**src/owbm_pkg.sv**
```systemverilog
package owbm_pkg;

   localparam int CFG_WIDTH           = 10;
   localparam int NUM_CFG             = 8;
   localparam int CFG_INDEX_WIDTH     = 3;
   localparam int COUNT_WIDTH_DEFAULT = 10;

   localparam logic [1:0] OP_TICK  = 2'd0;
   localparam logic [1:0] OP_RESET = 2'd1;
   localparam logic [1:0] OP_WRITE = 2'd2;
   localparam logic [1:0] OP_READ  = 2'd3;

   localparam logic [CFG_INDEX_WIDTH-1:0] REG_RESET_LOW     = 3'd0;
   localparam logic [CFG_INDEX_WIDTH-1:0] REG_PRESENCE_WAIT = 3'd1;
   localparam logic [CFG_INDEX_WIDTH-1:0] REG_RESET_RECOVER = 3'd2;
   localparam logic [CFG_INDEX_WIDTH-1:0] REG_WRITE_GAP     = 3'd3;
   localparam logic [CFG_INDEX_WIDTH-1:0] REG_WRITE_LOW     = 3'd4;
   localparam logic [CFG_INDEX_WIDTH-1:0] REG_WRITE_SLOT    = 3'd5;
   localparam logic [CFG_INDEX_WIDTH-1:0] REG_READ_SAMPLE   = 3'd6;
   localparam logic [CFG_INDEX_WIDTH-1:0] REG_READ_TAIL     = 3'd7;

   typedef enum logic [3:0] {
      PH_IDLE   = 4'd0,
      PH_RLOW   = 4'd1,
      PH_RWAIT  = 4'd2,
      PH_RSAMP  = 4'd3,
      PH_RREC   = 4'd4,
      PH_WGAP   = 4'd5,
      PH_WLOW   = 4'd6,
      PH_WDATA  = 4'd7,
      PH_DLEAD  = 4'd8,
      PH_DIDLE  = 4'd9,
      PH_DPULSE = 4'd10,
      PH_DWAIT  = 4'd11,
      PH_DSAMP  = 4'd12,
      PH_DTAIL  = 4'd13
   } phase_type;

   typedef struct packed {
      logic [CFG_WIDTH-1:0] reset_low_ticks;
      logic [CFG_WIDTH-1:0] presence_wait_ticks;
      logic [CFG_WIDTH-1:0] reset_recovery_ticks;
      logic [CFG_WIDTH-1:0] write_gap_ticks;
      logic [CFG_WIDTH-1:0] write_low_ticks;
      logic [CFG_WIDTH-1:0] write_slot_ticks;
      logic [CFG_WIDTH-1:0] read_sample_ticks;
      logic [CFG_WIDTH-1:0] read_tail_ticks;
   } cfg_type;

   localparam cfg_type CFG_DEFAULT = '{
      reset_low_ticks:      10'd500,
      presence_wait_ticks:  10'd30,
      reset_recovery_ticks: 10'd200,
      write_gap_ticks:      10'd100,
      write_low_ticks:      10'd2,
      write_slot_ticks:     10'd60,
      read_sample_ticks:    10'd5,
      read_tail_ticks:      10'd56
   };

   typedef struct packed {
      logic [1:0] op;
      logic [7:0] data_byte;
      logic       bus_level;
   } req_type;

   typedef struct packed {
      logic       drive_low;
      logic       busy_res;
      logic       done_res;
      logic [7:0] read_data;
      logic       no_presence;
   } rsp_type;

endpackage

```
**src/owbm_engine.sv**
```systemverilog
module owbm_engine #(
   parameter int COUNT_WIDTH = owbm_pkg::COUNT_WIDTH_DEFAULT
) (
   input  logic              clock,
   input  logic              reset,
   input  logic              step_en,
   input  owbm_pkg::req_type req,
   input  owbm_pkg::cfg_type cfg,
   output owbm_pkg::rsp_type rsp
);

   localparam int MASK_WIDTH = (COUNT_WIDTH > owbm_pkg::CFG_WIDTH) ?
                               owbm_pkg::CFG_WIDTH : COUNT_WIDTH;

   owbm_pkg::phase_type phase_ff, phase_in, cur_phase, nxt_phase;
   logic [COUNT_WIDTH-1:0] cnt_ff, cnt_in, cnt_cur, cnt_inc, len_raw, len;
   logic [2:0] bit_ff, bit_in, bit_cur;
   logic [7:0] shift_ff, shift_in, shift_cur;
   logic [7:0] rdata_ff, rdata_in;
   logic       pres_ff, pres_in;
   logic [owbm_pkg::CFG_WIDTH-1:0] sel_raw;
   logic [owbm_pkg::CFG_WIDTH+COUNT_WIDTH-1:0] sel_ext;
   logic       may_skip;
   logic       drive, busy, done;

   // length of the running phase, masked to the counter width
   always_comb begin
      sel_raw  = '0;
      may_skip = 1'b0;
      case (cur_phase)
         owbm_pkg::PH_RLOW:  sel_raw = cfg.reset_low_ticks;
         owbm_pkg::PH_RWAIT: sel_raw = cfg.presence_wait_ticks;
         owbm_pkg::PH_RREC: begin
            sel_raw  = cfg.reset_recovery_ticks;
            may_skip = 1'b1;
         end
         owbm_pkg::PH_WGAP: begin
            sel_raw  = cfg.write_gap_ticks;
            may_skip = 1'b1;
         end
         owbm_pkg::PH_WLOW:  sel_raw = cfg.write_low_ticks;
         owbm_pkg::PH_WDATA: sel_raw = cfg.write_slot_ticks;
         owbm_pkg::PH_DWAIT: sel_raw = cfg.read_sample_ticks;
         owbm_pkg::PH_DTAIL: begin
            sel_raw  = cfg.read_tail_ticks;
            may_skip = 1'b1;
         end
         default: sel_raw = '0;
      endcase
      sel_ext = {{COUNT_WIDTH{1'b0}}, sel_raw};
      len_raw = sel_ext[COUNT_WIDTH-1:0];
      len     = (len_raw == '0 && !may_skip) ? COUNT_WIDTH'(1) : len_raw;
   end

   always_comb begin
      cur_phase = phase_ff;
      cnt_cur   = cnt_ff;
      bit_cur   = bit_ff;
      shift_cur = shift_ff;
      pres_in   = pres_ff;
      rdata_in  = rdata_ff;
      drive     = 1'b0;
      busy      = 1'b0;
      done      = 1'b0;
      nxt_phase = owbm_pkg::PH_IDLE;

      // command start, ignored while busy
      if (phase_ff == owbm_pkg::PH_IDLE && req.op != owbm_pkg::OP_TICK) begin
         bit_cur = '0;
         cnt_cur = '0;
         case (req.op)
            owbm_pkg::OP_RESET: cur_phase = owbm_pkg::PH_RLOW;
            owbm_pkg::OP_WRITE: begin
               shift_cur = req.data_byte;
               cur_phase = (cfg.write_gap_ticks[MASK_WIDTH-1:0] == '0) ?
                           owbm_pkg::PH_WLOW : owbm_pkg::PH_WGAP;
            end
            owbm_pkg::OP_READ: begin
               shift_cur = '0;
               cur_phase = owbm_pkg::PH_DLEAD;
            end
            default: cur_phase = phase_ff;
         endcase
      end

      cnt_inc = cnt_cur + COUNT_WIDTH'(1);

      if (cur_phase != owbm_pkg::PH_IDLE) begin
         busy = 1'b1;
         case (cur_phase)
            owbm_pkg::PH_RLOW, owbm_pkg::PH_WLOW, owbm_pkg::PH_DPULSE: drive = 1'b1;
            owbm_pkg::PH_WDATA: drive = ~shift_cur[0];
            owbm_pkg::PH_RSAMP: pres_in = req.bus_level;
            owbm_pkg::PH_DSAMP: shift_cur = {req.bus_level, shift_cur[7:1]};
            default: drive = 1'b0;
         endcase
      end

      phase_in = cur_phase;
      cnt_in   = cnt_inc;
      bit_in   = bit_cur;
      shift_in = shift_cur;

      if (cur_phase != owbm_pkg::PH_IDLE && (cnt_inc == '0 || cnt_inc >= len)) begin
         cnt_in = '0;
         case (cur_phase)
            owbm_pkg::PH_RLOW:  nxt_phase = owbm_pkg::PH_RWAIT;
            owbm_pkg::PH_RWAIT: nxt_phase = owbm_pkg::PH_RSAMP;
            owbm_pkg::PH_RSAMP:
               nxt_phase = (pres_in || cfg.reset_recovery_ticks[MASK_WIDTH-1:0] == '0) ?
                           owbm_pkg::PH_IDLE : owbm_pkg::PH_RREC;
            owbm_pkg::PH_WGAP:  nxt_phase = owbm_pkg::PH_WLOW;
            owbm_pkg::PH_WLOW:  nxt_phase = owbm_pkg::PH_WDATA;
            owbm_pkg::PH_WDATA: begin
               shift_in  = {1'b0, shift_cur[7:1]};
               bit_in    = bit_cur + 3'd1;
               nxt_phase = (bit_in == '0) ? owbm_pkg::PH_IDLE : owbm_pkg::PH_WLOW;
            end
            owbm_pkg::PH_DLEAD:  nxt_phase = owbm_pkg::PH_DIDLE;
            owbm_pkg::PH_DIDLE:  nxt_phase = owbm_pkg::PH_DPULSE;
            owbm_pkg::PH_DPULSE: nxt_phase = owbm_pkg::PH_DWAIT;
            owbm_pkg::PH_DWAIT:  nxt_phase = owbm_pkg::PH_DSAMP;
            owbm_pkg::PH_DSAMP, owbm_pkg::PH_DTAIL: begin
               // zero tail finishes the bit on the sample tick
               if (cur_phase == owbm_pkg::PH_DSAMP &&
                   cfg.read_tail_ticks[MASK_WIDTH-1:0] != '0) begin
                  nxt_phase = owbm_pkg::PH_DTAIL;
               end else begin
                  bit_in = bit_cur + 3'd1;
                  if (bit_in == '0) begin
                     rdata_in  = shift_cur;
                     nxt_phase = owbm_pkg::PH_IDLE;
                  end else begin
                     nxt_phase = owbm_pkg::PH_DIDLE;
                  end
               end
            end
            default: nxt_phase = owbm_pkg::PH_IDLE;
         endcase
         phase_in = nxt_phase;
         done     = (nxt_phase == owbm_pkg::PH_IDLE);
      end else if (cur_phase == owbm_pkg::PH_IDLE) begin
         cnt_in = cnt_cur;
      end

      rsp.drive_low   = drive;
      rsp.busy_res    = busy;
      rsp.done_res    = done;
      rsp.read_data   = rdata_in;
      rsp.no_presence = pres_in;
   end

   always_ff @(posedge clock) begin
      if (reset) begin
         phase_ff <= owbm_pkg::PH_IDLE;
         cnt_ff   <= '0;
         bit_ff   <= '0;
         shift_ff <= '0;
         rdata_ff <= '0;
         pres_ff  <= 1'b0;
      end else if (step_en) begin
         phase_ff <= phase_in;
         cnt_ff   <= cnt_in;
         bit_ff   <= bit_in;
         shift_ff <= shift_in;
         rdata_ff <= rdata_in;
         pres_ff  <= pres_in;
      end
   end

endmodule

```
**src/one_wire_bus_master.sv**
```systemverilog
// one-wire bus master, timed in microsecond ticks
//
// request channel: req_valid/req_stall carry one request per tick: req_op
// (tick, start reset, start byte write, start byte read), req_data_byte for
// a write and req_bus_level, the line level sampled on that tick. a command
// request is also the first tick of that command; commands that come while
// a command runs are taken as plain ticks.
// response channel: rsp_valid/rsp_stall return exactly one response per
// request: the drive for the line, busy and done flags, the last read byte
// and the missing presence flag.
// a request passes through an input register and the response register;
// one request per cycle is taken when the receiver does not stall.
// when rsp_stall is high the response holds and the input register fills,
// then req_stall rises until the response is taken.
// reset clears the bus phase, counters and flags, empties both registers
// and loads the default timing registers. csr_write loads a timing register.
module one_wire_bus_master #(
   parameter int COUNT_WIDTH = owbm_pkg::COUNT_WIDTH_DEFAULT
) (
   input  logic                                  clock,
   input  logic                                  reset,
   input  logic                                  req_valid,
   output logic                                  req_stall,
   input  logic [1:0]                            req_op,
   input  logic [7:0]                            req_data_byte,
   input  logic                                  req_bus_level,
   output logic                                  rsp_valid,
   input  logic                                  rsp_stall,
   output logic                                  rsp_drive_low,
   output logic                                  rsp_busy_res,
   output logic                                  rsp_done_res,
   output logic [7:0]                            rsp_read_data,
   output logic                                  rsp_no_presence,
   input  logic                                  csr_write,
   input  logic [owbm_pkg::CFG_INDEX_WIDTH-1:0]  csr_index,
   input  logic [owbm_pkg::CFG_WIDTH-1:0]        csr_data
);

   owbm_pkg::cfg_type cfg_ff, cfg_in;
   owbm_pkg::req_type req_ff, req_in;
   owbm_pkg::rsp_type rsp_ff, rsp_in;
   logic              req_valid_ff, req_valid_in;
   logic              rsp_valid_ff, rsp_valid_in;
   logic              accept, advance;

   assign advance   = req_valid_ff && (!rsp_valid_ff || !rsp_stall);
   assign req_stall = req_valid_ff && !advance;
   assign accept    = req_valid && !req_stall;

   always_comb begin
      req_in       = accept ? owbm_pkg::req_type'{op: req_op, data_byte: req_data_byte,
                                                  bus_level: req_bus_level} : req_ff;
      req_valid_in = accept ? 1'b1 : (advance ? 1'b0 : req_valid_ff);
      rsp_valid_in = advance ? 1'b1 : (rsp_stall ? rsp_valid_ff : 1'b0);
   end

   always_comb begin
      cfg_in = cfg_ff;
      if (csr_write) begin
         case (csr_index)
            owbm_pkg::REG_RESET_LOW:     cfg_in.reset_low_ticks      = csr_data;
            owbm_pkg::REG_PRESENCE_WAIT: cfg_in.presence_wait_ticks  = csr_data;
            owbm_pkg::REG_RESET_RECOVER: cfg_in.reset_recovery_ticks = csr_data;
            owbm_pkg::REG_WRITE_GAP:     cfg_in.write_gap_ticks      = csr_data;
            owbm_pkg::REG_WRITE_LOW:     cfg_in.write_low_ticks      = csr_data;
            owbm_pkg::REG_WRITE_SLOT:    cfg_in.write_slot_ticks     = csr_data;
            owbm_pkg::REG_READ_SAMPLE:   cfg_in.read_sample_ticks    = csr_data;
            owbm_pkg::REG_READ_TAIL:     cfg_in.read_tail_ticks      = csr_data;
            default:                     cfg_in = cfg_ff;
         endcase
      end
   end

   owbm_engine #(
      .COUNT_WIDTH(COUNT_WIDTH)
   ) u_engine (
      .clock   (clock),
      .reset   (reset),
      .step_en (advance),
      .req     (req_ff),
      .cfg     (cfg_ff),
      .rsp     (rsp_in)
   );

   always_ff @(posedge clock) begin
      if (reset) begin
         cfg_ff       <= owbm_pkg::CFG_DEFAULT;
         req_valid_ff <= 1'b0;
         rsp_valid_ff <= 1'b0;
      end else begin
         cfg_ff       <= cfg_in;
         req_valid_ff <= req_valid_in;
         rsp_valid_ff <= rsp_valid_in;
      end
   end

   always_ff @(posedge clock) begin
      req_ff <= req_in;
      if (advance) begin
         rsp_ff <= rsp_in;
      end
   end

   assign rsp_valid       = rsp_valid_ff;
   assign rsp_drive_low   = rsp_ff.drive_low;
   assign rsp_busy_res    = rsp_ff.busy_res;
   assign rsp_done_res    = rsp_ff.done_res;
   assign rsp_read_data   = rsp_ff.read_data;
   assign rsp_no_presence = rsp_ff.no_presence;

endmodule

```
**config.mk**
```make
export PLATFORM = sky130hd
export DESIGN_NAME = one_wire_bus_master
export DESIGN_NICKNAME = d
export VERILOG_FILES = /design/src/owbm_pkg.sv /design/src/owbm_engine.sv /design/src/one_wire_bus_master.sv
export SDC_FILE = /design/constraint.sdc
export NUM_CORES = 1
export LEC_CHECK = 0
export BUFFER_PORTS_ARGS = -buffer_cell sky130_fd_sc_hd__buf_2
export CORE_ASPECT_RATIO = 1.25
export CORE_MARGIN = 5
export CORE_UTILIZATION = 35
export DETAILED_ROUTE_END_ITERATION = 8
export PLACE_DENSITY = 0.61
export SYNTH_ARGS = -nofsm -noshare
export SYNTH_HDL_FRONTEND = slang
export SYNTH_HIERARCHICAL = 1
export SYNTH_SLANG_ARGS = --single-unit
```
**constraint.sdc**
```tcl
create_clock -name clock -period 11.8 [get_ports clock]
set_input_delay 1.77 -clock clock [delete_from_list [all_inputs] [get_ports clock]]
set_output_delay 1.77 -clock clock [all_outputs]
set_load 0.02 [all_outputs]
```
==> out/summary.txt <==
Synth top area share: 31.3%
Peak VDD IR: 98.4 uV
routed len/inst: 18.9 um
# setup viols final: 0
P&R area growth vs syn: 12.7%
Worst Path Arrival: 5890 ps
unrepaired setup endpoints after global routing: no
setup TNS: 0 ps
# resized after CTS: 0
Hold WC Path Type: flip-flop to flip-flop
fin nets: 851
CTS tree: yes
first-pass GRT wire length: 32100 um
Gate power share: 10.8%
status: complete, no violations
Slew headroom: 27.8%
final worst path period share: 48.4%
CTS root buffer: clkbuf_16
area leader, netlist: dfxtp_1
number of CTS-inserted buffers: 17
P per Cell Area: 140 nW/um^2
LEAKAGE: 3.55 nW
Worst R2R Start: req_ff[9]
peak per-stage delay on the critical path: 650 ps
Final Util: 40.2%
clock skew: 19.7 ps
Post-Synthesis Cells: 800
R2R Path End: rsp_read_data[2]
max-cap viol count: 0
Cell Area, Synth: 7420 um^2
worst path bufs/invs: 0
Buffers on Ports: 42
total power: 1.17 mW
final WL: 20700 um
Setup CP Type: flip-flop to flip-flop
Yosys warning total: 6
critical path launch point type: flip-flop
Syn Nets: 843
vias per cell: 5.55
crit path cell chain: or4b_4 -> a311o_1 -> nand2_1 -> nor3_1 -> or4_1 -> nand4b_1 -> o31ai_2 -> ha_1 -> nand2b_1 -> a211oi_1 -> o21ai_0 -> a221oi_1 -> o21ai_1 -> o21ai_2 -> nor3_4 -> mux2_2
# hold bufs at CTS: 0
Non-Filler Instances: 1095
CP endpoint kind: flip-flop
final hold violations: 0
ANT cells: 0
DRT antenna net count: 0
Clock Latency Late Sink: 430 ps
depth of the CTS H-tree: 4
Hold Crit Start: cfg_ff[67]
GP Congestion: 0.919
critical path depth: 16
most frequent cells after synthesis: dfxtp_1, mux2i_1, nor2_1, nand2b_1, nand2_1
CP Launch Point: req_ff[9]
top cells by area, synth: dfxtp_1, mux2i_1, edfxtp_1
vias in the first global route: 5806
slowest stage cell, crit path: o21ai_2
Fillers: 2087
via count: 6074
data required time at the worst endpoint: 11980 ps
WHS Path Cells: 2
crit-path leading delay family: simple AND/OR/NAND/NOR gates
Slew Limit Fails: 0
clk buf depth: 2
worst-margin pin slew: 1080 ps
FFs w/ async S/R, synth: 0%
initial antenna violation count: 0
Die Height: 173 um
Reg clk slew, reported paths: 70 ps
Psw: 0.325 mW
# rows: 59
Synth cell types: 69
die area: 24200 um^2
Synth Register Bits: 139
remaining global-route overflow: 0
Synth Flop Type: dfxtp_1
FMAX: 175 MHz
Clock Power Share: 45.9%
DP Cell Count: 1063
worst-path fanout max: 16
Reg power frac: 43.3%
switching share of power: 27.8%
Core Area: 20800 um^2
Tot GR Track Use: 16.7%
Post-CTS Repair Setup Buffers: 0
R2R Setup Slk: 6090 ps
Sink Count: 139
R2R cell count: 16
# IOs: 43
detailed placement HPWL: 14600 um
Iter 0 DRT Violations: 544
internal power: 0.845 mW
Period minus WS final: 5710 ps
iteration count of the initial detailed-routing pass: 5
fraction of layout cells with a size suffix above 1: 12.9%
die width: 140 um
Residual DRC: 0
post-synthesis sequential area ratio: 40.6%
most frequent cell after synthesis: dfxtp_1
Initial Utilization: 35.6%
Worst Hold End: cfg_ff[67]
syn_area_per_cell: 9.27 um^2
largest net degree at the start of global routing: 85
EDFF count, synth: 23
==> registers in the layout (all words and copies together) (netlist names) <==
| register | flops |
|---|---|
| cfg_ff | 80 |
| req_ff | 11 |
| u_engine/cnt_ff | 10 |
| rsp_read_data | 8 |
| u_engine/rdata_ff | 8 |
| u_engine/shift_ff | 8 |
| u_engine/phase_ff | 4 |
| u_engine/bit_ff | 3 |
| req_valid_ff | 1 |
| rsp_busy_res | 1 |
| rsp_done_res | 1 |
| rsp_drive_low | 1 |
| rsp_no_presence | 1 |
| rsp_valid | 1 |
| u_engine/pres_ff | 1 |
==> per-layer routing <==
| metal | GRT usage, % | share of wire [%] | up-vias |
|---|---|---|---|
| met3 | 3.04 | 4.6 | 41 |
| met4 | 7.67 | 3.4 | 0 |
| li1 | - | - | 2922 |
| met5 | 0 | 0 | - |
| met1 | 21.7 | 44 | 2891 |
| met2 | 26.9 | 48 | 220 |
==> worst register-to-register path: stages, from the launching register on <==
cell and delay, ps:
edfxtp_1 620, or4b_4 590, a311o_1 350, nand2_1 430
nor3_1 120, or4_1 520, nand4b_1 200, o31ai_2 200
ha_1 250, nand2b_1 130, a211oi_1 220, o21ai_0 110
a221oi_1 260, o21ai_1 300, o21ai_2 650, nor3_4 190
mux2_2 320
==> cells by family after synthesis <==
| logic type | after synthesis | share of synthesized area, % |
|---|---|---|
| AO/OA/AOI/OAI | 131 | 12.1 |
| flip-flops | 139 | 40.6 |
| adder cells (fa/ha/maj) | 14 | 2.36 |
| AND/OR/NAND/NOR | 315 | 23.0 |
| XOR/XNOR | 11 | 1.30 |
| buffers and inverters | 69 | 4.15 |
| multiplexers | 121 | 16.5 |
==> power groups by stage <==
stage          logic, mW  clock network (mW)  registers, mW
6_report           0.127               0.537          0.507
5_1_grt            0.136               0.570          0.508
4_1_cts            0.125               0.546          0.507
3_5_place_dp       0.125                   0          0.517
3_3_place_gp       0.124                   0          0.517
2_1_floorplan     0.0895                   0          0.514
==> metrics by stage <==
| stage | hold WS [ps] | setup WS (ps) | cell area (um^2) |
|---|---|---|---|
| 2_1_floorplan | 447 | 7080 | 7420 |
| 3_3_place_gp | 462 | 6260 | 7760 |
| 3_5_place_dp | 467 | 6120 | 7760 |
| 4_1_cts | 478 | 6110 | 8360 |
| 5_1_grt | 492 | 5810 | 8360 |
| 6_report | 479 | 6090 | 8360 |
==> area by class of cell <==
type / count / area, um^2 / share of cell area (%)
multi-input cells: 592 / 4110 / 49.2
flip-flops and latches: 139 / 3010 / 36.0
clock buffers: 18 / 439 / 5.25
well taps: 274 / 343 / 4.10
repair buffers: 49 / 265 / 3.17
clock inverters: 14 / 156 / 1.87
inverters: 9 / 33.8 / 0.404
==> worst max-delay path by stage <==
stage,endpoint,slack (ps)
2_1_floorplan,rsp_done_res,7080
3_3_place_gp,rsp_read_data[3],6260
3_5_place_dp,rsp_read_data[2],6120
4_1_cts,rsp_read_data[2],6110
5_1_grt,rsp_read_data[2],5810
6_report,rsp_read_data[2],6090
==> cells in the final DEF (no fill, tap or decap), types with 8 or more instances in the layout <==
master       n
nand4_1      8
buf_4        8
a21oi_1     37
o21ai_0     16
nor3_1      18
nand2b_1    69
inv_1        9
a211oi_1    12
nand3_1     19
nor3b_1      9
clkbuf_16   17
edfxtp_1    23
mux2_2       9
nand2_1     41
mux2i_1    112
ha_1        14
buf_2       41
dfxtp_1    116
a22oi_1      8
a31oi_1     12
nor2_1      92
Power figures use the tool's default switching activity.
